$ cat src/rtl/mmn_pkg.sv
// ----------------------------------------------------------------------------
// mmn_pkg
// Shared types and constants of the min-max byte normalizer: frame size,
// sample and counter widths, divider widths and the gray request struct.
// ----------------------------------------------------------------------------
package mmn_pkg;

  localparam int unsigned MAX_PIXELS  = 131072;
  localparam int unsigned SAMPLE_BITS = 16;

  localparam int unsigned IDX_W = (MAX_PIXELS > 1) ? $clog2(MAX_PIXELS) : 1;
  localparam int unsigned CNT_W = IDX_W + 1;

  localparam int unsigned PIXEL_COUNT_W = 18;
  localparam logic [PIXEL_COUNT_W-1:0] PIXEL_COUNT_RESET = PIXEL_COUNT_W'(102400);

  localparam int unsigned GRAY_W = 8;
  localparam logic [GRAY_W-1:0] GRAY_FULL = GRAY_W'(255);

  // dividend 510*n + d stays below 511 * 2^SAMPLE_BITS
  localparam int unsigned NUM_W   = SAMPLE_BITS + 9;
  localparam int unsigned STEP_W  = $clog2(GRAY_W);

  localparam logic signed [SAMPLE_BITS-1:0] SAMPLE_TOP =
    {1'b0, {(SAMPLE_BITS-1){1'b1}}};
  localparam logic signed [SAMPLE_BITS-1:0] SAMPLE_BOTTOM =
    {1'b1, {(SAMPLE_BITS-1){1'b0}}};

  localparam logic MODE_LOAD = 1'b0;
  localparam logic MODE_EMIT = 1'b1;

  typedef struct packed {
    logic signed [SAMPLE_BITS-1:0] sample;
    logic signed [SAMPLE_BITS-1:0] vmin;
    logic signed [SAMPLE_BITS-1:0] vmax;
  } gray_req_t;

endpackage

$ cat src/rtl/mmn_div.sv
// ----------------------------------------------------------------------------
// mmn_div
// Gray value unit: forms n = v - min and d = max - min, handles the flat and
// out-of-range cases, then runs an 8-step restoring division of
// (510*n + d) by 2*d to get round((v-min)*255/(max-min)) half up.
// ----------------------------------------------------------------------------
module mmn_div (
  input  logic                       clk_i,
  input  logic                       rst_ni,
  input  logic                       start_i,
  input  mmn_pkg::gray_req_t         req_i,
  output logic                       done_o,
  output logic [mmn_pkg::GRAY_W-1:0] gray_o
);
  import mmn_pkg::*;

  typedef enum logic [1:0] {
    S_IDLE,
    S_PREP,
    S_STEP
  } state_e;

  state_e                     state_q, state_d;
  logic signed [SAMPLE_BITS:0] n_q, n_d;
  logic signed [SAMPLE_BITS:0] d_q, d_d;
  logic [NUM_W-1:0]           rem_q, rem_d;
  logic [NUM_W-1:0]           dv_q, dv_d;
  logic [GRAY_W-1:0]          quo_q, quo_d;
  logic [STEP_W-1:0]          step_q, step_d;
  logic [GRAY_W-1:0]          gray_q, gray_d;
  logic                       done_q, done_d;

  logic [NUM_W-1:0] n_ext;
  logic [NUM_W-1:0] d_ext;
  logic             fits;

  assign n_ext = NUM_W'($unsigned(n_q));
  assign d_ext = NUM_W'($unsigned(d_q));
  assign fits  = (rem_q >= dv_q);

  always_comb begin
    state_d = state_q;
    n_d     = n_q;
    d_d     = d_q;
    rem_d   = rem_q;
    dv_d    = dv_q;
    quo_d   = quo_q;
    step_d  = step_q;
    gray_d  = gray_q;
    done_d  = 1'b0;
    unique case (state_q)
      S_IDLE: begin
        if (start_i) begin
          n_d     = {req_i.sample[SAMPLE_BITS-1], req_i.sample}
                  - {req_i.vmin[SAMPLE_BITS-1], req_i.vmin};
          d_d     = {req_i.vmax[SAMPLE_BITS-1], req_i.vmax}
                  - {req_i.vmin[SAMPLE_BITS-1], req_i.vmin};
          state_d = S_PREP;
        end
      end
      S_PREP: begin
        if (d_q <= 0 || n_q <= 0) begin
          gray_d  = '0;
          done_d  = 1'b1;
          state_d = S_IDLE;
        end else if (n_q >= d_q) begin
          gray_d  = GRAY_FULL;
          done_d  = 1'b1;
          state_d = S_IDLE;
        end else begin
          // 510*n + d, divisor 2*d aligned to the top quotient bit
          rem_d   = (n_ext << 9) - (n_ext << 1) + d_ext;
          dv_d    = d_ext << GRAY_W;
          quo_d   = '0;
          step_d  = '0;
          state_d = S_STEP;
        end
      end
      S_STEP: begin
        if (fits) begin
          rem_d = rem_q - dv_q;
        end
        quo_d  = {quo_q[GRAY_W-2:0], fits};
        dv_d   = dv_q >> 1;
        step_d = step_q + STEP_W'(1);
        if (step_q == STEP_W'(GRAY_W - 1)) begin
          gray_d  = quo_d;
          done_d  = 1'b1;
          state_d = S_IDLE;
        end
      end
      default: state_d = S_IDLE;
    endcase
  end

  always_ff @(posedge clk_i or negedge rst_ni) begin
    if (!rst_ni) begin
      state_q <= S_IDLE;
      done_q  <= 1'b0;
      step_q  <= '0;
      n_q     <= '0;
      d_q     <= '0;
      rem_q   <= '0;
      dv_q    <= '0;
      quo_q   <= '0;
      gray_q  <= '0;
    end else begin
      state_q <= state_d;
      done_q  <= done_d;
      step_q  <= step_d;
      n_q     <= n_d;
      d_q     <= d_d;
      rem_q   <= rem_d;
      dv_q    <= dv_d;
      quo_q   <= quo_d;
      gray_q  <= gray_d;
    end
  end

  assign done_o = done_q;
  assign gray_o = gray_q;

endmodule

$ cat config.mk
export PLATFORM = sky130hd
export DESIGN_NAME = mmn_div
export DESIGN_NICKNAME = d
export VERILOG_FILES = /design/src/rtl/mmn_pkg.sv /design/src/rtl/mmn_div.sv
export SDC_FILE = /design/constraint.sdc
export NUM_CORES = 1
export LEC_CHECK = 0
export BUFFER_PORTS_ARGS = -buffer_cell sky130_fd_sc_hd__buf_2
export CAP_MARGIN = 5
export CORE_UTILIZATION = 60
export DETAILED_ROUTE_END_ITERATION = 8
export HOLD_SLACK_MARGIN = 0.15
export PLACE_DENSITY = 0.9
export SYNTH_ARGS = -nofsm -noshare
export SYNTH_HDL_FRONTEND = slang
export SYNTH_SLANG_ARGS = --single-unit
$ cat constraint.sdc
create_clock -name clk_i -period 3.9 [get_ports clk_i]
set_input_delay 0.39 -clock clk_i [delete_from_list [all_inputs] [get_ports clk_i]]
set_output_delay 0.39 -clock clk_i [all_outputs]
set_load 0.02 [all_outputs]
==> impl_metrics.csv <==
group,metric,value,unit
cells_and_area,drive_gt1_frac,0.09196,
sta,max_slew_margin,0.4592,
yosys,synth_edf_count,0,
sta,setup_slack,0.4708,ns
clocking,root_buffer,"clkbuf_16",
sta,period_share,0.8793,
sta,clock_skew,0.01010,ns
yosys,synth_area_leaders,"dfrtp_1, ha_1, o21ai_0",
clocking,clock_sink_count,105,
floorplan,dieArea,15540,um^2
route,wl,21460,um
sta,min_period,3.429,ns
clocking,clk_pin_slew,0.08,ns
floorplan,fp-row-count,44,
global_route,overflow,0,
sta,fin_tns_setup,0,ns
yosys,synth.most_common_cell,"nand2_1",
outcome,status,"finished, final reports clean",
cells_and_area,fin_nets,1291,
floorplan,die_x,124.6,um
route,drt_iter0_markers,603,
sta,finalMaxSlewViolations,0,
yosys,synth_top_cell_by_area,"dfrtp_1",
clocking,cts_tree,"yes",
setup_path,crit_family,"compound AO/OA/AOI/OAI gates",
route,drtPass1Iterations,5,
route,wl_per_cell,16.46,um
sta,rsz0062_at_grt,"no",
global_route,grt_pass1_wl,36130,um
yosys,yosysSeqAreaShare,0.2911,
cells_and_area,synthToLayoutAreaGrowth,8.568,%
setup_path,slowest_stage,"fa_1",
route,via_per_inst,6.046,
setup_path,rrSetupSlack,0.47,ns
setup_path,start_kind,"register",
yosys,async_flop_share,1.000,
global_route,grtUsageTotal,0.2869,
route,antenna_left,0,
setup_path,cp_data_arrival_time,3.71,ns
clocking,cts_max_path_buffers,2,
global_route,grt_max_degree,60,
setup_path,required,4.18,ns
yosys,synth_ff_type,"dfrtp_1",
clocking,post_cts_buffers,0,
cells_and_area,n_fill_cell,1193,
floorplan,ios,60,
setup_path,worstPathCellList,"inv_1 > fa_1 > inv_1 > ha_1 > a21o_1 > a2111oi_0 > a21boi_0 > nor2_1 > a21oi_1 > o21ai_0 > xnor2_1 > o22a_1 > o21ai_0",
cells_and_area,n_antenna_cell,0,
yosys,synth_nets,1244,
yosys,synth.distinct_cells,62,
route,drc,0,
yosys,syn_area,9025,um^2
flow_run,maxCapViolations,0,
yosys,synth_warnings,0,
clocking,clk_latency,0.37,ns
sta,setup_viol,0,
setup_path,crit_type,"reg2reg",
placed_design,dp.final_hpwl,16620,um
setup_path,r2r_cells,13,
sta,fmax,291.6,MHz
global_route,antenna_found_initial,0,
cells_and_area,postLayoutCoreUtil,0.6716,
setup_path,cp_max_fo,5,
floorplan,coreArea,14590,um^2
setup_path,timing.critical_path.buf_inv,2,
yosys,syn_inst,1068,
clocking,cts_buffers,9,
global_route,grt_pass1_vias,7645,
setup_path,critical_path.endpoint_type,"register",
sta,tightestPinTransition,0.8091,ns
clocking,htree_levels,3,
setup_path,path_depth,13,
placed_design,gp_congestion,0.9636,
worst_hold_path,hp-class,"in2reg",
sta,hold_viol,0,
placed_design,pre_cts_ws,0.5718,ns
floorplan,fp.dieH,124.6,um
yosys,synth_common_cells,"nand2_1, ha_1, inv_1",
floorplan,start_util,0.6186,
yosys,synth_top_area_share,0.2911,
setup_path,crit_path_max_incr_delay,0.50,ns
yosys,syn_avg_cell_area,8.450,um^2
route,vias,7884,
placed_design,io_buffers,59,
yosys,synth_seq_cells,105,
worst_hold_path,min_path_cells,3,
logic make-up (layout without fill, tap and decap cells):
| family | count (synthesis) | count (layout) | share of synthesized area |
|---|---|---|---|
| multiplexers | 27 | 27 | 0.03050 |
| buffers and inverters | 138 | 190 | 0.05878 |
| AND/OR/NAND/NOR | 294 | 294 | 0.1535 |
| XOR/XNOR | 58 | 58 | 0.05629 |
| AO/OA/AOI/OAI | 321 | 321 | 0.2265 |
| flip-flops | 105 | 105 | 0.2911 |
| adder cells (fa/ha/maj) | 125 | 125 | 0.1833 |
state kept, by name, indices dropped and copies added, names as in the netlist, 2 cells and up:
signal	count
rem_q	25
gray_o	8
d_q	17
quo_q	7
dv_q	25
state_q	2
step_q	3
n_q	17
area by class of cell:
type	instances	area, um^2	share of cell area
clock buffers	9	225.2	0.02299
clock inverters	7	77.57	0.007917
inverters	106	397.9	0.04061
multi-input cells	825	5872	0.5993
flip-flops and latches	105	2628	0.2682
well taps	184	230.2	0.02350
repair buffers	68	367.9	0.03754
cell usage in the layout, fill, tap and decap left out, types with 26 or more instances in the layout:
cell type	count
ha_1	112
o21ai_0	101
nand2_1	123
xnor2_1	26
xor2_1	32
dfrtp_1	105
a21oi_1	73
inv_1	106
buf_2	58
nor3_1	26
nor2_1	46
metrics by stage:
step           std cells  hold slack (ns)  cell area [um^2]
3_5_place_dp        1287           0.3526              9485
5_1_grt             1304           0.3882              9798
3_3_place_gp        1287           0.3479              9485
2_1_floorplan       1068          0.09441              9025
6_report            1304           0.3553              9798
4_1_cts             1304           0.3617              9798
worst register-to-register path: cells and delay by family, from the launching register on:
kind / cells / cell delay [ns]
buffers and inverters: 2 / 0.17
adder cells (fa/ha/maj): 2 / 0.86
flip-flops: 1 / 0.42
XOR/XNOR: 1 / 0.14
AO/OA/AOI/OAI: 7 / 1.66
AND/OR/NAND/NOR: 1 / 0.09
final timing paths:
| check | from | endpoint |
|---|---|---|
| min reg2reg | rem_q[13]$_DFFE_PN0P_ | rem_q[13]$_DFFE_PN0P_ |
| max | d_q[10]$_DFFE_PN0P_ | rem_q[17]$_DFFE_PN0P_ |
| min in group asynchronous | rst_ni | rem_q[2]$_DFFE_PN0P_ |
| max reg2reg | d_q[10]$_DFFE_PN0P_ | rem_q[17]$_DFFE_PN0P_ |
| min | req_i[16] | d_q[0]$_DFFE_PN0P_ |
| max in group asynchronous | rst_ni | n_q[9]$_DFFE_PN0P_ |
layer usage:
layer	GRT usage	vias up	wire length [um]
li1	-	3873	-
met1	0.3679	3703	9588
met2	0.4774	254	10230
met3	0.04038	54	965
met4	0.1347	0	679
met5	0	-	0
repair_timing:
action	in CTS	in global routing
gates resized for setup	0	0
hold buffers	1	0
endpoints found under the hold margin	31	0
Power is left out: the tool's default activity adds up to more than one toggle a clock period on the data nets, which glitch-free logic cannot reach.
